==> config.mk <==
export PLATFORM = sky130hd
export DESIGN_NAME = caet_front_flat
export DESIGN_NICKNAME = d
export VERILOG_FILES = /design/src/sv/caet_pkg.sv /design/src/sv/caet_point_if.sv /design/src/sv/caet_front.sv /design/src/flat_wrapper.sv
export SDC_FILE = /design/constraint.sdc
export NUM_CORES = 1
export LEC_CHECK = 0
export ABC_AREA = 0
export BUFFER_PORTS_ARGS = -buffer_cell sky130_fd_sc_hd__buf_2
export CAP_MARGIN = 20
export CELL_PAD_IN_SITES_DETAIL_PLACEMENT = 0
export CELL_PAD_IN_SITES_GLOBAL_PLACEMENT = 1
export CORE_AREA = 2 2 57 59
export DETAILED_ROUTE_END_ITERATION = 6
export DIE_AREA = 0 0 59 61
export PLACE_DENSITY = 0.95
export SETUP_SLACK_MARGIN = 0.02
export SYNTH_ARGS = -nofsm -noshare
export SYNTH_HDL_FRONTEND = slang
export SYNTH_SLANG_ARGS = --single-unit
==> constraint.sdc <==
create_clock -name vclk -period 0.8
set_input_delay 0.08 -clock vclk [all_inputs]
set_output_delay 0.08 -clock vclk [all_outputs]
set_load 0.02 [all_outputs]
==> src/sv/caet_pkg.sv <==
// shared types, constants and saturating fixed-point helpers for the escape-time unit
`timescale 1ns / 1ps
`default_nettype none

package caet_pkg;

  // number format of the data path
  localparam int DATA_WIDTH = 32;
  localparam int FRAC_BITS  = 26;
  localparam int IN_W       = 32;
  localparam int PROD_W     = 2 * DATA_WIDTH;
  localparam int WIDE_W     = (DATA_WIDTH > IN_W) ? DATA_WIDTH : IN_W;

  // configuration and result widths
  localparam int CNT_W      = 16;
  localparam int MODE_W     = 2;
  localparam int CFG_IDX_W  = 1;
  localparam int CFG_DATA_W = 16;

  // register indexes
  localparam logic [CFG_IDX_W-1:0] CFG_MAX_ITER = CFG_IDX_W'(0);
  localparam logic [CFG_IDX_W-1:0] CFG_ESC_MODE = CFG_IDX_W'(1);

  // register reset values
  localparam logic [CNT_W-1:0]  MAX_ITER_RST = CNT_W'(50);
  localparam logic [MODE_W-1:0] ESC_MODE_RST = MODE_W'(0);

  // escape test codes, the unused code runs as the sum test
  localparam logic [MODE_W-1:0] MODE_SUM  = 2'd0;
  localparam logic [MODE_W-1:0] MODE_PROD = 2'd1;
  localparam logic [MODE_W-1:0] MODE_DIFF = 2'd2;

  typedef logic signed [DATA_WIDTH-1:0] fx_t;
  typedef logic [DATA_WIDTH-1:0]        mag_t;

  localparam fx_t FX_MAX  = {1'b0, {(DATA_WIDTH-1){1'b1}}};
  localparam fx_t FX_MIN  = {1'b1, {(DATA_WIDTH-1){1'b0}}};
  localparam fx_t FX_FOUR = fx_t'(64'd4 << FRAC_BITS);

  // value with its saturation flag
  typedef struct packed {
    fx_t  val;
    logic sat;
  } fx_res_t;

  // one point as it sits in the queue
  typedef struct packed {
    fx_t  cr;
    fx_t  ci;
    logic skip;
  } caet_item_t;

  // iteration sequencer phases
  typedef enum logic [3:0] {
    ENG_IDLE,
    ENG_ABS,
    ENG_SQ,
    ENG_CUBE,
    ENG_MIX,
    ENG_SUM,
    ENG_IMAG,
    ENG_SQI,
    ENG_TEST,
    ENG_EMIT
  } caet_state_t;

  // saturating add
  function automatic fx_res_t fx_add(fx_t a, fx_t b);
    logic [DATA_WIDTH:0] s;
    fx_res_t             r;
    s     = {a[DATA_WIDTH-1], a} + {b[DATA_WIDTH-1], b};
    r.sat = s[DATA_WIDTH] ^ s[DATA_WIDTH-1];
    if (r.sat) begin
      r.val = s[DATA_WIDTH] ? FX_MIN : FX_MAX;
    end else begin
      r.val = s[DATA_WIDTH-1:0];
    end
    return r;
  endfunction

  // saturating subtract
  function automatic fx_res_t fx_sub(fx_t a, fx_t b);
    logic [DATA_WIDTH:0] s;
    fx_res_t             r;
    s     = {a[DATA_WIDTH-1], a} - {b[DATA_WIDTH-1], b};
    r.sat = s[DATA_WIDTH] ^ s[DATA_WIDTH-1];
    if (r.sat) begin
      r.val = s[DATA_WIDTH] ? FX_MIN : FX_MAX;
    end else begin
      r.val = s[DATA_WIDTH-1:0];
    end
    return r;
  endfunction

  // absolute value, most negative value clips to the largest positive one
  function automatic fx_res_t fx_abs(fx_t a);
    fx_res_t r;
    r.sat = (a == FX_MIN);
    if (r.sat) begin
      r.val = FX_MAX;
    end else begin
      r.val = a[DATA_WIDTH-1] ? -a : a;
    end
    return r;
  endfunction

  // sign-magnitude product, truncated toward zero, then saturated
  function automatic fx_res_t fx_mul(fx_t a, fx_t b);
    mag_t              ma;
    mag_t              mb;
    logic [PROD_W-1:0] prod;
    logic [PROD_W-1:0] q;
    logic [PROD_W-1:0] lim;
    logic              neg;
    fx_res_t           r;
    ma   = a[DATA_WIDTH-1] ? mag_t'(-a) : mag_t'(a);
    mb   = b[DATA_WIDTH-1] ? mag_t'(-b) : mag_t'(b);
    prod = PROD_W'(ma) * PROD_W'(mb);
    q    = prod >> FRAC_BITS;
    neg  = a[DATA_WIDTH-1] ^ b[DATA_WIDTH-1];
    lim  = PROD_W'(FX_MAX) + PROD_W'(neg);
    r.sat = (q > lim);
    if (r.sat) begin
      r.val = neg ? FX_MIN : FX_MAX;
    end else begin
      r.val = neg ? -fx_t'(q[DATA_WIDTH-1:0]) : fx_t'(q[DATA_WIDTH-1:0]);
    end
    return r;
  endfunction

  // bring a 32-bit input into the data path range
  function automatic fx_t fx_load(logic signed [IN_W-1:0] v);
    logic signed [WIDE_W-1:0] x;
    fx_t                      r;
    x = WIDE_W'(v);
    if (x > WIDE_W'(FX_MAX)) begin
      r = FX_MAX;
    end else if (x < WIDE_W'(FX_MIN)) begin
      r = FX_MIN;
    end else begin
      r = x[DATA_WIDTH-1:0];
    end
    return r;
  endfunction

endpackage

`default_nettype wire

==> src/sv/caet_point_if.sv <==
// point request channel: valid, ready and the complex point
`timescale 1ns / 1ps
`default_nettype none

interface caet_point_if import caet_pkg::*; ();
  logic                   valid;
  logic                   ready;
  logic signed [IN_W-1:0] cr;
  logic signed [IN_W-1:0] ci;

  modport source (output valid, output cr, output ci, input ready);
  modport sink   (input valid, input cr, input ci, output ready);
endinterface

`default_nettype wire

==> src/sv/caet_front.sv <==
// front end: takes point requests, clamps them and flags zero-iteration work
`timescale 1ns / 1ps
`default_nettype none

module caet_front import caet_pkg::*; (
  caet_point_if.sink       in_ch,
  input  logic [CNT_W-1:0] iter_limit,
  input  logic             q_full,
  output logic             push,
  output caet_item_t       push_item
);

  // take a request whenever the queue has room
  assign in_ch.ready = !q_full;
  assign push        = in_ch.valid && !q_full;

  // classify: clamp into range, mark points that need no iteration
  always_comb begin
    push_item.cr   = fx_load(in_ch.cr);
    push_item.ci   = fx_load(in_ch.ci);
    push_item.skip = (iter_limit == '0);
  end

endmodule

`default_nettype wire

==> src/flat_wrapper.sv <==
// flat-port wrapper written by rule: the top's interface ports become plain ports
module caet_front_flat import caet_pkg::*;
  (iter_limit, q_full, push, push_item, in_ch_valid, in_ch_cr, in_ch_ci, in_ch_ready);
  caet_point_if in_ch_i ();
  input  logic [CNT_W-1:0] iter_limit;
  input  logic q_full;
  output logic push;
  output caet_item_t push_item;
  input wire logic [$bits(in_ch_i.valid)-1:0] in_ch_valid;
  input wire logic [$bits(in_ch_i.cr)-1:0] in_ch_cr;
  input wire logic [$bits(in_ch_i.ci)-1:0] in_ch_ci;
  output wire logic [$bits(in_ch_i.ready)-1:0] in_ch_ready;
  assign in_ch_i.valid = in_ch_valid;
  assign in_ch_i.cr = in_ch_cr;
  assign in_ch_i.ci = in_ch_ci;
  assign in_ch_ready = in_ch_i.ready;
  caet_front u_core (.in_ch(in_ch_i), .iter_limit(iter_limit), .q_full(q_full), .push(push), .push_item(push_item));
endmodule
After elaboration in Yosys (flattened, before gate mapping)
Index checks and enable logic that the tools add are counted.
Operators by class
  magnitude comparators: 4
  muxes and demuxes: 4
  reduce and logical (&&, ||, !) cells: 3
Operators by type and width (count)
  32-bit two-way mux: 4
  32-bit greater-than comparator (second input constant): 2
  32-bit < comparator (second input constant): 2
  16-bit zero test: 1
  1-bit logical AND: 1
  1-bit zero test: 1
Storage, ports and cells
  bits in registers: 0
  input bits: 82
  output and inout bits: 67
  logic and storage cells: 11

Depth between registers and ports, before layout
Gate-level depths: netlist of the first run.
  depth after elaboration: 3
  mapped depth: 2
  depth with buffers taken out: 2

Least setup slack after synthesis of the first run
Ideal clock, no wire load.
  kind: input port to output port
  start: in iter_limit[2]
  end: out push_item[0] in the netlist's numbering
  data arrival time: 627 ps
  required time: 720 ps
  slack: 93 ps
  cell stages on the path: 2
  buffers on the path: 0
  cell sequence: nor4_1 -> and4_1
RTL lines
  start, declared: RTL line flat_wrapper.sv:5  | input logic [CNT_W-1:0] iter_limit;
  end, declared: RTL line flat_wrapper.sv:8  | output caet_item_t push_item;

==> results of run 1 <==
[power breakdown]
part	total [mW]	switching, mW	internal (mW)
Clock	0	0	0
Sequential	0	0	0
Combinational	0.0945	0.0346	0.0599
[logic make-up after synthesis]
family / Yosys count
buffers and inverters: 65
and+or+nand+nor: 6
[cells in the mapped netlist, drive strengths merged]
cell    number  area share [%]
clkbuf      64              85
and4         1             3.1
nor2b        1             2.2
nor4         4             8.8
inv          1             1.3
[critical path, delay by kind of cell]
family        cells  cell delay [ns]
buf+inv           2             0.21
simple gates      2             0.48
[worst paths after layout]
path / from / slack, ns / endpoint / depth (start not counted)
min: in_ch_cr[12] / 0.16 / push_item[45] / 0
max: iter_limit[15] / -0.05 / push_item[0] / 4
[cell usage in the layout (no fill, tap or decap)]
cell      n
and4_1    1
buf_2    14
buf_6     7
inv_1     1
nor2b_1   1
nor4_2    3
nor4_4    1
[metrics by stage]
stage / hold slack [ns] / area (um2) / TNS, ns
finish: 0.160 / 268 / -0.0475
global route: 0.160 / 268 / -0.0846
CTS: 0.160 / 246 / -0.0442
detailed placement: 0.160 / 190 / -0.121
global placement: 0.160 / 190 / -0.0870
floorplan: 0.237 / 284 / 0
[timing repair]
action                                  CTS  global route
pin swaps                                 5             2
hold buffers                              0             0
endpoints found under the setup margin    1             1
resized for setup                        10             3
[layout make-up]
cell class	count	area, um2	share of cell area [%]
inverter	1	3.75	1.40
timing repair buffer	21	149	55.6
multi-input combinational	6	73.8	27.6
tap	33	41.3	15.4
[layer usage]
metal	vias to the layer above	global-route usage [%]
met2	69	2.38
li1	72	-
met4	0	7.79
met3	14	6.82
met1	79	2.78
met5	-	0
==> out/results.ini, run 1 <==
[drt]
dr.max_layer_used = met4
firstDrtPassIters = 4
wl_met1_um = 201
wl_per_cell_um = 15.1
drc = 0
wl_met3_um = 313
drtAntennaViolNets = 0
viasPerCell = 3.84
wl_met2_um = 319
wl_um = 922
vias = 234
drtIter0Drc = 3

[layout]
seqCellArea_um2 = 0
area_growth_pct = -5.73
nClkBuffers = 0
nets = 112
finalNonFillerCells = 61
fin_util_pct = 9.07
drive_above_1_share_pct = 89.3
fillCellCount = 341
diodes = 0
seq_cells = 0

[place]
dp_hpwl_um = 788
place_ws_ns = -0.121
portBuffers = 21
gp_congestion = 0.474
placed_cells = 61

[synthesis]
yosys.area_share.xor_xnor_pct = 0
syn_nets = 153
synthSimpleGateAreaFrac_pct = 14.1
synth_mux_area_share_pct = 0
synth-compound-area-share_pct = 0
syn_avg_cell_area_um2 = 4.00
yosys_warnings = 0
ys_seq_area_share_pct = 0
syn_inst = 71
synth_cell_type_count = 5
synthAdderAreaFrac_pct = 0
synth_area_um2 = 284
synth_top_family_by_area = buffers and inverters

[clock_network]
postCtsSetupBuffers = 0

[timing]
worstMarginPinSlew_ns = 0.191
hold_violations = 0
slew_headroom_pct = 87.2
timing.fmax_mhz = 1180
period_needed_ns = 0.847
setup_viol = 1
rsz0062_at_grt = yes
period_share_pct = 106
worst_slack_ns = -0.0475
drv_slew = 0

[floorplanning]
dieArea_mm2 = 0.00360
die_x_um = 59
core_area_mm2 = 0.00295
start_util_pct = 9.62
io_pins = 149
die_h_um = 61
rows = 20

[worst_hold_path]
hold_path.class = input port to primary output

[global_route]
grt_usage_pct = 4.10
grt_overflow = 0
grt_pass1_wl_um = 1100
grt_pass1_vias = 218
grt_start_max_net_pins = 3
antenna_found_initial = 0

[outcome]
failed_checks = setup timing
status = complete, but fails checks

[setup_path]
path_cells = buf_6, nor4_2, and4_1, buf_6
crit_slowest_cell = nor4_2
slowest_delay_ns = 0.25
worstSetupPathType = input port to primary output
crit_path_end_kind = primary output
path_common_cell = buf_6
cp_max_fo = 1
cp-start-kind = input port
required_ns = 0.72
arrival_ns = 0.77

[power]
leakage_nw = 0.115
finalPower_mw = 0.0945
powerDensity_mw_per_mm2 = 353
ir_worst_vdd_v = 0.0000508

[flow_run]
max-cap-violations = 0

No activity file was read; power rests on OpenSTA's default activity.
==> run 2: changes to the inputs <==
Settings changed: CORE_AREA 2 2 57 59 to 2 2 65 52, DIE_AREA 0 0 59 61 to 0 0 67 54.
==> out/results.ini, run 2 (synthesis results as in run 1) <==
[drt]
vias = 225  ; -3.8%
wl_per_cell_um = 20.1  ; +33%
viasPerCell = 3.31  ; -14%
drc = 0  ; unchanged
drtIter0Drc = 4  ; +1
wl_um = 1370  ; +49%
drtAntennaViolNets = 0  ; unchanged
firstDrtPassIters = 2  ; -2

[layout]
final_common_cell = buf_2
layout_common_cells = buf_2, buf_6, nor4_1
drive_above_1_share_pct = 82.1  ; -7.1 points
nets = 112  ; unchanged
seq_cells = 0  ; unchanged
seqCellArea_um2 = 0  ; unchanged
diodes = 0  ; unchanged
fillCellCount = 375  ; +10%
nClkBuffers = 0  ; unchanged
final_cell_area_um2 = 245  ; -8.4%
area_growth_pct = -13.7

[global_route]
grt_start_max_net_pins = 3  ; unchanged
grt_pass1_wl_um = 1520  ; +38%
grt_usage_pct = 6.29  ; +2.2 points
grt_overflow = 0  ; unchanged
antenna_found_initial = 0  ; unchanged
grt_pass1_vias = 211  ; -3.2%

[timing]
drv_slew = 0  ; unchanged
hold_violations = 0  ; unchanged
period_share_pct = 108  ; +1.9 points
slew_headroom_pct = 86.2  ; -0.98 points
period_needed_ns = 0.862  ; +0.0148 ns
worst_slack_ns = -0.0623  ; -0.0148 ns
setup-tns-final_ns = -0.0623  ; -0.0148 ns
setup_viol = 1  ; unchanged
fin_hold_ws_ns = 0.160  ; +0.00000100 ns
timing.fmax_mhz = 1160  ; -1.7%
worstMarginPinSlew_ns = 0.206  ; +0.0145 ns
rsz0062_at_grt = yes

[worst_hold_path]
hold_depth = 0  ; unchanged
hold_path.class = input port to primary output
hold-path-endpoint = push_item[28]
hold_start = in_ch_ci[27]

[floorplanning]
core_area_mm2 = 0.00306  ; +3.7%
die_h_um = 54  ; -11%
die_x_um = 67  ; +14%
dieArea_mm2 = 0.00362  ; +0.53%
start_util_pct = 9.27  ; -0.35 points
io_pins = 149  ; unchanged
rows = 18  ; -10%

[place]
gp_congestion = 0.466  ; -1.8%
placed_area_um2 = 199  ; +4.6%
portBuffers = 21  ; unchanged

[setup_path]
cp-start-kind = input port
path_cells = buf_2, nor4_1, and4_1, buf_6
slowest_delay_ns = 0.25  ; about the same
arrival_ns = 0.78  ; about the same
crit_slowest_cell = nor4_1
required_ns = 0.72  ; about the same
crit_buf_inv = 2  ; unchanged
crit_path_end_kind = primary output
cp_top_family = simple AND/OR/NAND/NOR gates
worstSetupPathType = input port to primary output
cp_max_fo = 1  ; unchanged

[outcome]
failed_checks = setup timing
status = complete, but fails checks

[power]
powerDensity_mw_per_mm2 = 348  ; -1.2%
leakage_nw = 0.107  ; -6.3%
ir_worst_vdd_v = 0.0000710  ; +40%

[flow_run]
max-cap-violations = 0  ; unchanged

[clock_network]
cts_hold_buf = 0  ; unchanged
postCtsSetupBuffers = 0  ; unchanged

==> run 2: changes by cell type in the layout (fill, tap and decap cells not counted) <==
cell / change
nor4_2: -2
nor4_1: +2
buf_2: +3
buf_6: -3
==> run 2: layout make-up <==
class	instances	area (um2)	share of cell area [%]
repair buffers	21	130	53.1
multi-input cells	6	61.3	25.0
well taps	40	50.0	20.4
inverters	1	3.75	1.53
==> run 2: how the worst max path moves through the flow <==
stage	startpoint	end	slack, ns	cells past startpoint
after floorplan	iter_limit[2]	push_item[0]	0.09	2
after global placement	iter_limit[9]	push_item[0]	-0.1	4
after detailed placement	iter_limit[9]	push_item[0]	-0.14	4
after CTS	iter_limit[14]	push_item[0]	-0.05	4
after global routing	iter_limit[14]	push_item[0]	-0.11	4
final	iter_limit[10]	push_item[0]	-0.06	4
==> run 2: through the flow <==
step / power [mW] / utilization [%] / setup WS (ns) / cells
final: 0.0855 / 8.01 / -0.0623 / 68
after global routing: 0.0910 / 8.01 / -0.109 / 68
after CTS: 0.0817 / 7.80 / -0.0539 / 68
after detailed placement: 0.0652 / 6.50 / -0.137 / 68
after global placement: 0.0649 / 6.50 / -0.0986 / 68
after floorplan: 0.341 / - / 0.0929 / 71
==> run 2: repair_timing <==
item	4_1_cts	5_1_grt
gates resized for setup	7	1
pin swaps	3	1
setup endpoints to repair	1	1
==> run 2: metal layers <==
layer | global-route usage, % | part of all wire [%] | vias up
li1 | - | - | 72
met1 | 5.39 | 24 | 75
met2 | 1.98 | 30 | 60
met3 | 14.4 | 39 | 18
met4 | 5.78 | 6.4 | 0
met5 | 0 | 0 | -
==> run 2: where the power goes <==
part           switching (mW)  internal (mW)
combinational          0.0356         0.0498
clock                       0              0
sequential                  0              0
total                  0.0356         0.0498
