### src/sv/caet_pkg.sv
// shared types, constants and saturating fixed-point helpers for the escape-time unit
`timescale 1ns / 1ps
`default_nettype none

package caet_pkg;

  // number format of the data path
  localparam int DATA_WIDTH = 32;
  localparam int FRAC_BITS  = 26;
  localparam int IN_W       = 32;
  localparam int PROD_W     = 2 * DATA_WIDTH;
  localparam int WIDE_W     = (DATA_WIDTH > IN_W) ? DATA_WIDTH : IN_W;

  // configuration and result widths
  localparam int CNT_W      = 16;
  localparam int MODE_W     = 2;
  localparam int CFG_IDX_W  = 1;
  localparam int CFG_DATA_W = 16;

  // register indexes
  localparam logic [CFG_IDX_W-1:0] CFG_MAX_ITER = CFG_IDX_W'(0);
  localparam logic [CFG_IDX_W-1:0] CFG_ESC_MODE = CFG_IDX_W'(1);

  // register reset values
  localparam logic [CNT_W-1:0]  MAX_ITER_RST = CNT_W'(50);
  localparam logic [MODE_W-1:0] ESC_MODE_RST = MODE_W'(0);

  // escape test codes, the unused code runs as the sum test
  localparam logic [MODE_W-1:0] MODE_SUM  = 2'd0;
  localparam logic [MODE_W-1:0] MODE_PROD = 2'd1;
  localparam logic [MODE_W-1:0] MODE_DIFF = 2'd2;

  typedef logic signed [DATA_WIDTH-1:0] fx_t;
  typedef logic [DATA_WIDTH-1:0]        mag_t;

  localparam fx_t FX_MAX  = {1'b0, {(DATA_WIDTH-1){1'b1}}};
  localparam fx_t FX_MIN  = {1'b1, {(DATA_WIDTH-1){1'b0}}};
  localparam fx_t FX_FOUR = fx_t'(64'd4 << FRAC_BITS);

  // value with its saturation flag
  typedef struct packed {
    fx_t  val;
    logic sat;
  } fx_res_t;

  // one point as it sits in the queue
  typedef struct packed {
    fx_t  cr;
    fx_t  ci;
    logic skip;
  } caet_item_t;

  // iteration sequencer phases
  typedef enum logic [3:0] {
    ENG_IDLE,
    ENG_ABS,
    ENG_SQ,
    ENG_CUBE,
    ENG_MIX,
    ENG_SUM,
    ENG_IMAG,
    ENG_SQI,
    ENG_TEST,
    ENG_EMIT
  } caet_state_t;

  // saturating add
  function automatic fx_res_t fx_add(fx_t a, fx_t b);
    logic [DATA_WIDTH:0] s;
    fx_res_t             r;
    s     = {a[DATA_WIDTH-1], a} + {b[DATA_WIDTH-1], b};
    r.sat = s[DATA_WIDTH] ^ s[DATA_WIDTH-1];
    if (r.sat) begin
      r.val = s[DATA_WIDTH] ? FX_MIN : FX_MAX;
    end else begin
      r.val = s[DATA_WIDTH-1:0];
    end
    return r;
  endfunction

  // saturating subtract
  function automatic fx_res_t fx_sub(fx_t a, fx_t b);
    logic [DATA_WIDTH:0] s;
    fx_res_t             r;
    s     = {a[DATA_WIDTH-1], a} - {b[DATA_WIDTH-1], b};
    r.sat = s[DATA_WIDTH] ^ s[DATA_WIDTH-1];
    if (r.sat) begin
      r.val = s[DATA_WIDTH] ? FX_MIN : FX_MAX;
    end else begin
      r.val = s[DATA_WIDTH-1:0];
    end
    return r;
  endfunction

  // absolute value, most negative value clips to the largest positive one
  function automatic fx_res_t fx_abs(fx_t a);
    fx_res_t r;
    r.sat = (a == FX_MIN);
    if (r.sat) begin
      r.val = FX_MAX;
    end else begin
      r.val = a[DATA_WIDTH-1] ? -a : a;
    end
    return r;
  endfunction

  // sign-magnitude product, truncated toward zero, then saturated
  function automatic fx_res_t fx_mul(fx_t a, fx_t b);
    mag_t              ma;
    mag_t              mb;
    logic [PROD_W-1:0] prod;
    logic [PROD_W-1:0] q;
    logic [PROD_W-1:0] lim;
    logic              neg;
    fx_res_t           r;
    ma   = a[DATA_WIDTH-1] ? mag_t'(-a) : mag_t'(a);
    mb   = b[DATA_WIDTH-1] ? mag_t'(-b) : mag_t'(b);
    prod = PROD_W'(ma) * PROD_W'(mb);
    q    = prod >> FRAC_BITS;
    neg  = a[DATA_WIDTH-1] ^ b[DATA_WIDTH-1];
    lim  = PROD_W'(FX_MAX) + PROD_W'(neg);
    r.sat = (q > lim);
    if (r.sat) begin
      r.val = neg ? FX_MIN : FX_MAX;
    end else begin
      r.val = neg ? -fx_t'(q[DATA_WIDTH-1:0]) : fx_t'(q[DATA_WIDTH-1:0]);
    end
    return r;
  endfunction

  // bring a 32-bit input into the data path range
  function automatic fx_t fx_load(logic signed [IN_W-1:0] v);
    logic signed [WIDE_W-1:0] x;
    fx_t                      r;
    x = WIDE_W'(v);
    if (x > WIDE_W'(FX_MAX)) begin
      r = FX_MAX;
    end else if (x < WIDE_W'(FX_MIN)) begin
      r = FX_MIN;
    end else begin
      r = x[DATA_WIDTH-1:0];
    end
    return r;
  endfunction

endpackage

`default_nettype wire

### src/sv/caet_queue.sv
// two-entry queue between the front end and the iteration engine
`timescale 1ns / 1ps
`default_nettype none

module caet_queue import caet_pkg::*; (
  input  logic       clk,
  input  logic       rst_n,
  input  logic       push,
  input  caet_item_t push_item,
  output logic       full,
  input  logic       pop,
  output logic       head_valid,
  output caet_item_t head_item
);

  caet_item_t mem_r [2];
  logic       wr_ptr_r;
  logic       wr_ptr_nxt;
  logic       rd_ptr_r;
  logic       rd_ptr_nxt;
  logic [1:0] count_r;
  logic [1:0] count_nxt;

  assign full       = (count_r == 2'd2);
  assign head_valid = (count_r != 2'd0);
  assign head_item  = mem_r[rd_ptr_r];

  // pointer and fill count update
  always_comb begin
    wr_ptr_nxt = push ? !wr_ptr_r : wr_ptr_r;
    rd_ptr_nxt = pop ? !rd_ptr_r : rd_ptr_r;
    count_nxt  = count_r + 2'(push) - 2'(pop);
  end

  always_ff @(posedge clk) begin
    if (!rst_n) begin
      wr_ptr_r <= 1'b0;
      rd_ptr_r <= 1'b0;
      count_r  <= 2'd0;
    end else begin
      wr_ptr_r <= wr_ptr_nxt;
      rd_ptr_r <= rd_ptr_nxt;
      count_r  <= count_nxt;
    end
  end

  // entry storage
  always_ff @(posedge clk) begin
    if (push) begin
      mem_r[wr_ptr_r] <= push_item;
    end
  end

endmodule

`default_nettype wire

### config.mk
export PLATFORM = sky130hd
export DESIGN_NAME = caet_queue
export DESIGN_NICKNAME = d
export VERILOG_FILES = /design/src/sv/caet_pkg.sv /design/src/sv/caet_queue.sv
export SDC_FILE = /design/constraint.sdc
export NUM_CORES = 1
export LEC_CHECK = 0
export ABC_AREA = 1
export BUFFER_PORTS_ARGS = -buffer_cell sky130_fd_sc_hd__buf_2
export CORE_UTILIZATION = 49
export CTS_BUF_LIST = sky130_fd_sc_hd__clkbuf_4 sky130_fd_sc_hd__clkbuf_8
export CTS_CLUSTER_DIAMETER = 40
export CTS_CLUSTER_SIZE = 14
export DETAILED_ROUTE_END_ITERATION = 7
export PLACE_DENSITY = 0.82
export RECOVER_POWER = 100
export SLEW_MARGIN = 20
export SYNTH_ARGS = -nofsm -noshare
export SYNTH_HDL_FRONTEND = slang
export SYNTH_SLANG_ARGS = --single-unit
export TNS_END_PERCENT = 30
### constraint.sdc
create_clock -name clk -period 4.3 [get_ports clk]
set_clock_uncertainty 0.15 [all_clocks]
set_input_delay 1.075 -clock clk [delete_from_list [all_inputs] [get_ports clk]]
set_output_delay 1.075 -clock clk [all_outputs]
set_load 0.02 [all_outputs]
======== Yosys cells after proc, flatten, opt, wreduce, memory -nomap -nowiden ========
Memory sizes are Yosys's and may differ from the RTL's. A register that Yosys moved wholly into a read port is not among the register bits.
Index checks and enable logic that the tools add are counted.
word-level totals
  register bits ........................... 4
  bits in writable memories ............... 130
  bits of input ports ..................... 69
  output and inout port bits .............. 67
  logic and storage cells ................. 14
  memories ................................ 1
memories
  memory  depth  width  rd ports  clocked after memory_dff  write ports  line              source
  mem_r   2      65     1         1                         1            caet_queue.sv:16  caet_item_t mem_r [2];
operators by class
  $add $sub $neg .......................... 2
  equal/unequal tests ..................... 1
  multiplexer cells ....................... 4
  reduce and logical (&&, ||, !) cells .... 3
operators with widths
  cell                                         number
  1-bit 2-to-1 mux                             4
  2-bit by 1-bit adder with 2-bit output       1
  2-bit equality test, second input constant   1
  1-bit zero test                              2
  2-bit nonzero test                           1
  2-bit by 1-bit subtractor with 2-bit output  1

======== Longest topological paths before layout ========
Gate-level depths: netlist of run 1.
  word-level depth ........................ 3
  depth in mapped cells ................... 7
  mapped depth without buffers ............ 7

======== Least setup slack after synthesis of run 1 ========
OpenSTA, ideal clock, no wires.
  path type ............................... input to register
  start point ............................. in push
  end point ............................... mem mem_r[0][0] (netlist name), enable pin
  library setup time ...................... 0.490 ns
  arrival ................................. 3.841 ns
  required time ........................... 3.660 ns
  slack ................................... -0.181 ns
  cell stages on the path ................. 2
  cell sequence ........................... inv_1 > nor2_1
between the ends
  cells in the longest elaborated chain, start to end .. 2
RTL lines
  element                                 line              source
  start: declaration                      caet_queue.sv:8   input logic push,
  1-bit 2-to-1 mux                        caet_queue.sv:49  if (push) begin
  1-bit 2-to-1 mux (not written as such)  caet_queue.sv:50  mem_r[wr_ptr_r] <= push_item;
  end: declaration                        caet_queue.sv:16
Every way passes these cells.

======== Worst setup path after layout of run 1 ========
  start point ............................. in push
  end point ............................... mem mem_r[1][9] (netlist name), enable pin
The elaborated chain is that of the path after synthesis.

==> impl_results.md, run 1 <==
- Nets@finish: 457
- Cts bufs inserted: 17
- Syn Area/Cell: 21.8 sq um
- PwrDens: 477 nW/um^2
- Final Max Tran Viols: 67
- GRT Total Usage: 0.165
- Seq cells post-synth: 135
- Most instantiated library cell after synthesis: edfxtp_1
- Worst Path Max Fanout: 35
- IO Count: 136
- Vias in the first global route: 2661
- Crit path max-delay family: buffers and inverters
- Crit Path Category: in2reg
- Crit-path max cell delay: 900 ps
- Gate Count Post-Synth: 235
- HP Class: reg2reg
- Fmax: 306 MHz
- CTS Root Cell: clkbuf_8
- Worst hold stages: 2
- Initial DRT Pass Iterations: 4
- DP Wirelength: 5630 um
- RSZ-0062 raised after global routing: no
- Post-DRT Antenna Nets: 0
- CP bufs+invs: 3
- Initial Util: 0.514
- Worst EP required: 4180 ps
- Die X: 104 um
- I/O Buffers: 135
- Period utilisation layout: 0.760
- Min-delay src: rd_ptr_r
- Largest net degree at the start of global routing: 38
- Clock transition at path regs: 80 ps
- Worst reg2reg setup slack: 1500 ps
- Placed insts: 500
- Setup tns final: 0 ps
- First-pass GRT wire length: 13300 um
- Cell Chain, Critical Path: clkbuf_1 -> nand2_1 -> inv_1 -> clkbuf_2
- Worst R2R Path Depth: 3
- CTS Sinks: 135
- H-tree depth: 4
- Final WL: 8620 um
- Area leader, netlist: edfxtp_1
- Rel. slew slack: -0.415
- Worst Setup Start Kind: input pin
- Vias per cell: 4.88
- Ys async rst share: 0
- Post-route DRC: 0
- Share of layout cells above drive strength 1: 0.326
- Status: finished, violations left
- Die height: 104 um
- Post-synthesis net count: 306
- CP endpoint kind: flop
- Number of synthesized flops with an enable pin: 130
- Ys Warns: 0
- Leak pwr: 2.24 nW
- Worst-skew pair later-pin latency: 410 ps
- Die ar.: 10900 sq um
- Fill count: 781
- Largest cells by area after synthesis: edfxtp_1 (76%), mux2_4 (15%), mux2_2 (3.3%)
- Via count: 2598
- CP arrival: 3150 ps
- Number of hold-slack violations in the final timing report: 0
- Placed cell areas: 5960 sq um
- Total core area: 9950 sq um
- Share of the yosys chip area belonging to registers: 0.782
- CTS Buffer Depth: 2
- Max-cap violations: 2
- Post-synthesis cell type count: 12
- Slowest cell on the critical path: inv_1
- Final core occ: 0.619
- Final min period: 3270 ps
- PostCTS Resize Cnt: 0
- Post-CTS Hold Fix Bufs: 0
- Commonest cells in the synthesized netlist: edfxtp_1 (130), mux2_4 (50), mux2_2 (15), nand2_1 (9), nor2_1 (8)
- Wire per inst: 16.2 um
- Gp weighted congestion: 0.672
- Gr ovfl total: 0
- Hold Path End: rd_ptr_r
- Syn-to-layout area delta: 20.4%
- Final Instance Area: 6170 sq um
- Worst-Margin Slew: 2120 ps
- Post-synth top area share: 0.762
- Finished Layout Cells: 532
- Synthesized cell area: 5120 sq um
- Initial antenna violation count: 0
- # rows: 36
- Post-CTS setup buffers: 0
- Main flop type after synthesis: edfxtp_1
- R2r endpoint: mem_r[1][9]
- Final setup fails: 0
- R2r startpoint: wr_ptr_r
- Diode count: 0
- First DRT Iteration DRCs: 98
- Failing checks: max-capacitance violations, max-slew violations
- CTS tree: yes
- Peak VDD IR: 0.000256 V
==> cells in the final DEF (no fill, tap or decap) <==
cell	synthesis	layout
a21oi_1	1	1
buf_12	0	1
buf_2	1	56
bufinv_16	0	4
clkbuf_1	0	81
clkbuf_2	0	1
clkbuf_4	0	1
clkbuf_8	0	17
clkinv_1	0	2
clkinv_2	0	3
clkinv_4	0	2
clkinvlp_4	0	3
dfxtp_1	5	4
dfxtp_4	0	1
edfxtp_1	130	130
ha_1	2	2
inv_1	7	7
mux2_1	0	25
mux2_2	15	15
mux2_4	50	25
nand2_1	9	9
nand3_1	1	1
nor2_1	8	7
nor2_4	0	1
==> stage by stage <==
| step | hold slack, ps | total power, W | setup WS (ps) |
|---|---|---|---|
| floorplan | 313 | 0.00180 | 944 |
| global placement | 328 | 0.00191 | 1520 |
| detailed placement | 343 | 0.00192 | 1520 |
| CTS | 360 | 0.00302 | 1060 |
| global route | 393 | 0.00306 | 815 |
| finish | 354 | 0.00294 | 1030 |
==> cell type report <==
cell class / count / area [sq um] / share of cell area
sequential: 135 / 4010 / 0.650
multi-input combinational: 86 / 932 / 0.151
timing repair buffer: 139 / 609 / 0.0988
clock buffer: 18 / 241 / 0.0392
clock inverter: 14 / 183 / 0.0296
tap: 133 / 166 / 0.0270
inverter: 7 / 26.3 / 0.00426
==> state kept, by name (all words and copies together), names as in the netlist, named ones only <==
| register | flops |
|---|---|
| mem_r | 130 |
| count_r | 2 |
| rd_ptr_r | 1 |
| wr_ptr_r | 1 |
==> cells by family (layout without fill, tap and decap cells) <==
family / Yosys count / count (layout) / share of synthesized area
AO/OA/AOI/OAI: 1 / 1 / 0.000976
multiplexers: 65 / 65 / 0.180
AND/OR/NAND/NOR: 18 / 18 / 0.0134
adder cells (fa/ha/maj): 2 / 2 / 0.00489
flip-flops: 135 / 135 / 0.782
buffers and inverters: 14 / 178 / 0.0193
==> report_power, final <==
group | total (W) | internal (W) | switching [W] | leakage [nW]
combinational | 0.000303 | 0.000117 | 0.000187 | 0.772
sequential | 0.00155 | 0.00152 | 0.0000261 | 1.26
clock | 0.00109 | 0.000633 | 0.000458 | 0.207
total | 0.00294 | 0.00227 | 0.000670 | 2.24
==> worst max path at each step <==
stage	startpoint	endpoint	depth (start not counted)
2_1_floorplan	push	mem_r[0][0]	2
3_3_place_gp	flop	head_item[12]	3
3_5_place_dp	flop	head_item[12]	3
4_1_cts	flop	head_item[12]	3
5_1_grt	push	mem_r[1][62]	4
6_report	push	mem_r[1][9]	4
==> routing by layer <==
layer	part of all wire	track usage	wire length, um	vias to the layer above
li1	-	-	-	1214
met1	0.41	0.192	3520	1279
met5	0	0	0	-
met2	0.52	0.285	4470	97
met4	0.0088	0.0520	76	0
met3	0.064	0.0589	552	8
==> worst register-to-register path, cell delays in order (launching register included) <==
cell,delay [ps]
dfxtp_1,400
nand2_1,90
inv_1,900
clkbuf_2,860
No activity file was read; power rests on OpenSTA's default activity.
==> run 2, diff against run 1 <==
==> constraint.sdc (replaced) <==
create_clock -name clk -period 2.95 [get_ports clk]
set_clock_uncertainty 0.15 [all_clocks]
set_input_delay 0.7375 -clock clk [delete_from_list [all_inputs] [get_ports clk]]
set_output_delay 0.7375 -clock clk [all_outputs]
set_load 0.02 [all_outputs]
==> run 2 against run 1 <==
Effect of this change:
- the run still ends with max-capacitance violations, max-slew violations left
- sequential share of layout area is 0.86 points lower
- critical path depth down 1
- hold slack got worse by 5.1 ps
- total power grew 52%
- combinational power rose by 49%
- register-to-register slack lost 810 ps
- critical endpoint is now head_item[34]
- largest power group unchanged
==> impl_results.md, run 2 (synthesis gave the netlist of run 1 again) <==
- Status: finished, violations left (unchanged)
- Failing checks: max-capacitance violations, max-slew violations (unchanged)
- Worst reg2reg setup slack: 690 ps (was 1500 ps)
- Post-CTS Hold Fix Bufs: 0 (unchanged)
- Setup tns final: 0 ps (unchanged)
- Worst hold stages: 1 (was 2)
- DP Wirelength: 5650 um (was 5630 um)
- CP bufs+invs: 2 (was 3)
- # rows: 36 (unchanged)
- Crit-path max cell delay: 610 ps (was 900 ps)
- Rel. slew slack: -0.108 (was -0.415)
- Worst-skew pair later-pin latency: 420 ps (was 410 ps)
- Commonest non-fill, non-tap cell in the layout: edfxtp_1 (unchanged)
- CTS Sinks: 135 (unchanged)
- Levels on crit path: 3 (was 4)
- Final Max Tran Viols: 94 (was 67)
- Switching Power: 0.000984 W (was 0.000670 W)
- Cts bufs inserted: 17 (unchanged)
- Worst R2R Path Depth: 3 (unchanged)
- Die height: 104 um (unchanged)
- Initial DRT Pass Iterations: 4 (unchanged)
- Diode count: 0 (unchanged)
- Final WL: 8530 um (was 8620 um)
- Min-delay src: push_item[7] (was rd_ptr_r)
- Clock transition at path regs: 70 ps (was 80 ps)
- Initial antenna violation count: 0 (unchanged)
- CTS Buffer Depth: 2 (unchanged)
- Seq pwr share: 0.504 (was 0.527)
- Final setup fails: 0 (unchanged)
- PostCTS Resize Cnt: 0 (unchanged)
- Die X: 104 um (unchanged)
- Worst-Margin Slew: 1660 ps (was 2120 ps)
- Worst Path Max Fanout: 28 (was 35)
- Clock share of power: 0.395 (was 0.370)
- Largest registers: mem_r: 130 flops, count_r: 2 flops (unchanged)
- CP endpoint kind: primary output (was flop)
- Max-cap violations: 2 (unchanged)
- Number of hold-slack violations in the final timing report: 0 (unchanged)
- Vias in the first global route: 2723 (was 2661)
- First DRT Iteration DRCs: 107 (was 98)
- Final Instance Area: 6250 sq um (was 6170 sq um)
- Largest register FFs: 130 (unchanged)
- Total core area: 9950 sq um (unchanged)
- Period utilisation layout: 0.952
- GRT Total Usage: 0.164 (was 0.165)
- Post-CTS setup buffers: 0 (unchanged)
- Worst EP required: 2060 ps (was 4180 ps)
- Peak VDD IR: 0.000456 V (was 0.000256 V)
- First-pass GRT wire length: 13100 um (was 13300 um)
- Nets@finish: 460 (was 457)
- Final core occ: 0.628 (was 0.619)
- CTS Root Cell: clkbuf_8 (unchanged)
- CP arrival: 1920 ps (was 3150 ps)
- H-tree depth: 4 (unchanged)
- PwrDens: 716 nW/um^2 (was 477 nW/um^2)
- Wire per inst: 15.9 um (was 16.2 um)
- CTS tree: yes (unchanged)
- Fill count: 776 (was 781)
- I/O Buffers: 135 (unchanged)
- Switching share of power: 0.220 (was 0.228)
- Syn-to-layout area delta: 22.0% (was 20.4%)
- Die ar.: 10900 sq um (unchanged)
- Gr ovfl total: 0 (unchanged)
- Via count: 2609 (was 2598)
- Largest net degree at the start of global routing: 66 (was 38)
- Cell Chain, Critical Path: buf_2 -> mux2_4 -> clkbuf_2 (was clkbuf_1 -> nand2_1 -> inv_1 -> clkbuf_2)
- Slowest cell on the critical path: dfxtp_4 (was inv_1)
- Gp weighted congestion: 0.661 (was 0.672)
- HP Class: in2reg (was reg2reg)
- Placed cell areas: 5980 sq um (was 5960 sq um)
- Combinational Power Share: 0.101 (was 0.103)
- IO Count: 136 (unchanged)
- Vias per cell: 4.88 (about the same)
- Leak pwr: 2.34 nW (was 2.24 nW)
- Sequential cell area: 4010 sq um (unchanged)
- Final min period: 2810 ps
- Fmax: 356 MHz
- Area of the multi-input gates: 928 sq um (was 932 sq um)
- Post-DRT Antenna Nets: 0 (unchanged)
- Share of layout cells above drive strength 1: 0.391 (was 0.326)
- RSZ-0062 raised after global routing: no (unchanged)
- Crit path max-delay family: flip-flops (was buffers and inverters)
- Biggest register: mem_r (unchanged)
- Worst Setup Start Kind: flop (was input pin)
- Internal: 0.00349 W (was 0.00227 W)
- R2r startpoint: wr_ptr_r (unchanged)
- Most frequent cells in the layout: edfxtp_1 (130), buf_2 (64), clkbuf_1 (56), mux2_4 (26), mux2_1 (24) (was edfxtp_1 (130), clkbuf_1 (81), buf_2 (56), mux2_4 (25), mux2_1 (25))
- Post-route DRC: 0 (unchanged)
- Initial Util: 0.514 (unchanged)
- Crit Path Category: reg2out (was in2reg)
-- run 2: cell count changes in the layout (fill, tap and decap cells not counted), moves of 2 or more --
| cell | delta |
|---|---|
| clkbuf_2 | +18 |
| bufinv_16 | +2 |
| clkbuf_1 | -25 |
| buf_2 | +8 |
-- run 2: final timing paths --
| path | end |
|---|---|
| worst min register to register | wr_ptr_r |
| worst max register to register | mem_r[1][21] |
| worst min-delay path | mem_r[1][7] |
| worst max-delay path | head_item[34] |
-- run 2: routing by layer --
metal  GRT usage  vias up  share of wire
met5           0        -              0
met4      0.0551        0         0.0090
met3      0.0620        8          0.059
met2       0.283      102           0.52
met1       0.188     1283           0.41
li1            -     1216              -
-- run 2: power by group through the flow --
stage          Combinational, W  Clock (W)  Sequential (W)
3_3_place_gp           0.000489          0         0.00229
2_1_floorplan          0.000344          0         0.00228
3_5_place_dp           0.000505          0         0.00230
6_report               0.000451    0.00177         0.00226
4_1_cts                0.000506    0.00180         0.00226
5_1_grt                0.000484    0.00187         0.00227
-- run 2: final cells by class --
class	instances	area share
Multi-Input combinational cell	86	0.149
Timing Repair Buffer	142	0.104
Clock inverter	14	0.0368
Sequential cell	135	0.641
Tap cell	133	0.0266
Inverter	7	0.00421
Clock buffer	18	0.0386
-- run 2: metrics by stage --
stage / total power, W / cells / hold WS, ps / setup slack, ps
finish: 0.00448 / 535 / 349 / 142
global route: 0.00462 / 535 / 314 / 25.1
CTS: 0.00457 / 535 / 318 / 107
detailed placement: 0.00281 / 503 / 353 / 578
global placement: 0.00278 / 503 / 327 / 599
floorplan: 0.00262 / 235 / 313 / 309
-- run 2: worst register-to-register path, cell delays in order (launching register included) --
cell and delay [ps]:
dfxtp_1 350, nand2_1 80, clkinv_1 50, clkbuf_2 1200
==> run 3, diff against run 2 <==
--- a/config.mk
+++ b/config.mk
@@ -5,7 +5,6 @@
 export SDC_FILE = /design/constraint.sdc
 export NUM_CORES = 1
 export LEC_CHECK = 0
-export ABC_AREA = 1
 export BUFFER_PORTS_ARGS = -buffer_cell sky130_fd_sc_hd__buf_2
 export CORE_UTILIZATION = 49
 export CTS_BUF_LIST = sky130_fd_sc_hd__clkbuf_4 sky130_fd_sc_hd__clkbuf_8
==> run 3 against run 2 <==
Effect of this change:
- the run now ends clean
- critical path type unchanged
- non-clock buffer count fell by 2
- largest cell class unchanged
- synthesized cell count fell by 5.1%
- largest power group unchanged
- combinational power rose by 9.5%
==> impl_results.md, run 3 <==
- Via count: 2564 (was 2609)
- Syn-to-layout area delta: 20.3% (was 22.0%)
- Initial antenna violation count: 0 (unchanged)
- Largest registers: mem_r: 130 flops, count_r: 2 flops (unchanged)
- IO Count: 136 (unchanged)
- Share of the yosys chip area belonging to registers: 0.781 (was 0.782)
- Diode count: 0 (unchanged)
- Final setup fails: 0 (unchanged)
- Worst-skew pair later-pin latency: 420 ps (about the same)
- PwrDens: 719 nW/um^2 (was 716 nW/um^2)
- CTS Buffer Depth: 2 (unchanged)
- Post-synthesis net count: 294 (was 306)
- Number of hold-slack violations in the final timing report: 0 (unchanged)
- Post-synth top area share: 0.762 (about the same)
- # rows: 36 (unchanged)
- Crit Path Category: reg2out (unchanged)
- Largest net degree at the start of global routing: 44 (was 66)
- Ys async rst share: 0 (unchanged)
- Clock transition at path regs: 80 ps (was 70 ps)
- Final min period: 2560 ps (was 2810 ps)
- Vias in the first global route: 2760 (was 2723)
- Worst Setup Start Kind: flop (unchanged)
- PostCTS Resize Cnt: 0 (unchanged)
- Fmax: 390 MHz (was 356 MHz)
- Syn Area/Cell: 23.0 sq um (was 21.8 sq um)
- Rel. slew slack: 0.121 (was -0.108)
- Wire per inst: 16.3 um (was 15.9 um)
- First-pass GRT wire length: 13200 um (was 13100 um)
- Status: completed (was finished, violations left)
- Vias per cell: 4.92 (was 4.88)
- Post-synthesis cell type count: 14 (was 12)
- Initial DRT Pass Iterations: 4 (unchanged)
- Worst EP required: 2060 ps (about the same)
- CP arrival: 1670 ps (was 1920 ps)
- Setup tns final: 0 ps (unchanged)
- DP Wirelength: 5440 um (was 5650 um)
- Post-DRT Antenna Nets: 0 (unchanged)
- CTS Sinks: 135 (unchanged)
- Nets@finish: 446 (was 460)
- Die X: 104 um (about the same)
- Gp weighted congestion: 0.657 (was 0.661)
- HP Class: in2reg (unchanged)
- Max-cap violations: 0 (was 2)
- Biggest register: mem_r (unchanged)
- Worst-Margin Slew: 1320 ps (was 1660 ps)
- Number of synthesized flops with an enable pin: 130 (unchanged)
- Final WL: 8480 um (was 8530 um)
- Main flop type after synthesis: edfxtp_1 (unchanged)
- Total core area: 9950 sq um (unchanged)
- Peak VDD IR: 0.000370 V (was 0.000456 V)
- Cts bufs inserted: 17 (unchanged)
- CTS tree: yes (unchanged)
- Worst Hold Slack: 342 ps (was 349 ps)
- I/O Buffers: 135 (unchanged)
- Post-CTS setup buffers: 0 (unchanged)
- Die height: 104 um (about the same)
- Final Max Tran Viols: 0 (was 94)
- Largest cells by area after synthesis: edfxtp_1 (76%), mux2_4 (15%), mux2_2 (3.3%) (unchanged)
- Gate Count Post-Synth: 223 (was 235)
- Commonest non-fill, non-tap cell in the layout: edfxtp_1 (unchanged)
- Ys Warns: 0 (unchanged)
- Largest register FFs: 130 (unchanged)
- Die ar.: 10900 sq um (about the same)
- Seq cells post-synth: 135 (unchanged)
- H-tree depth: 4 (unchanged)
- Commonest cells in the synthesized netlist: edfxtp_1 (130), mux2_4 (50), mux2_2 (15), buf_6 (6), dfxtp_1 (5) (was edfxtp_1 (130), mux2_4 (50), mux2_2 (15), nand2_1 (9), nor2_1 (8))
- GRT Total Usage: 0.165 (was 0.164)
- Post-route DRC: 0 (unchanged)
- CP endpoint kind: primary output (unchanged)
- Most instantiated library cell after synthesis: edfxtp_1 (unchanged)
- Post-CTS Hold Fix Bufs: 0 (unchanged)
- Synthesized cell area: 5120 sq um (about the same)
- Initial Util: 0.515 (was 0.514)
- Leak pwr: 2.24 nW (was 2.34 nW)
- Area leader, netlist: edfxtp_1 (unchanged)
- Gr ovfl total: 0 (unchanged)
- Most frequent cells in the layout: edfxtp_1 (130), buf_2 (84), clkbuf_1 (52), mux2_1 (45), clkbuf_8 (17) (was edfxtp_1 (130), buf_2 (64), clkbuf_1 (56), mux2_4 (26), mux2_1 (24))
- CTS Root Cell: clkbuf_8 (unchanged)
- First DRT Iteration DRCs: 88 (was 107)
- Worst Path Max Fanout: 38 (was 28)
- RSZ-0062 raised after global routing: no (unchanged)
- Share of layout cells above drive strength 1: 0.361 (was 0.391)
- Period utilisation layout: 0.869 (was 0.952)
- Fill count: 779 (was 776)
run 3: worst paths after layout:
check	slack, ps	startpoint	endpoint	depth (start not counted)
worst max-delay path	390	flop	head_item[2]	3
worst min-delay path	340	push_item[10]	mem_r[0][10]	1
worst max register to register	820	wr_ptr_r	mem_r[1][31]	2
worst min register to register	450	rd_ptr_r	rd_ptr_r	2
run 3: where the power goes:
part | internal, W | total [W] | leakage (nW) | switching [W]
clock | 0.00102 | 0.00169 | 0.222 | 0.000673
combinational | 0.000191 | 0.000494 | 0.754 | 0.000303
sequential | 0.00222 | 0.00224 | 1.26 | 0.0000265
total | 0.00343 | 0.00443 | 2.24 | 0.00100
run 3: layout make-up:
cell class	instances	area, sq um	area share
sequential	135	4010	0.650
clock inverter	13	204	0.0331
timing repair buffer	140	659	0.107
tap	133	166	0.0270
clock buffer	19	249	0.0404
inverter	2	7.51	0.00122
multi-input combinational	79	871	0.141
run 3: logic make-up after synthesis:
kind of cell,count (synthesis),share of synthesized area
buffers and inverters,9,0.0156
and+or+nand+nor,9,0.0110
adders and majority gates,2,0.00488
muxes,65,0.179
AOI/OAI and AO/OA,1,0.00147
xor gates and xnor gates,2,0.00611
DFF,135,0.781
run 3: worst max-delay path: stages (launching register included):
cell      delay (ps)
dfxtp_4          350
buf_6            320
mux2_2           390
clkbuf_1         180
run 3: metrics by stage:
step	util	instance area, sq um	worst slack [ps]	total power, W	cells
2_1_floorplan	-	5130	108	0.00269	223
3_3_place_gp	0.600	5970	821	0.00285	489
3_5_place_dp	0.600	5970	790	0.00287	489
4_1_cts	0.645	6420	310	0.00456	521
5_1_grt	0.619	6160	275	0.00458	521
6_report	0.619	6160	388	0.00443	521
run 3: routing by layer:
metal  vias to the layer above  share of wire  GRT usage
li1                       1183              -          -
met1                      1256           0.41      0.182
met2                       101           0.51      0.282
met3                        24          0.055     0.0526
met4                         0          0.033     0.0969
met5                         -              0          0
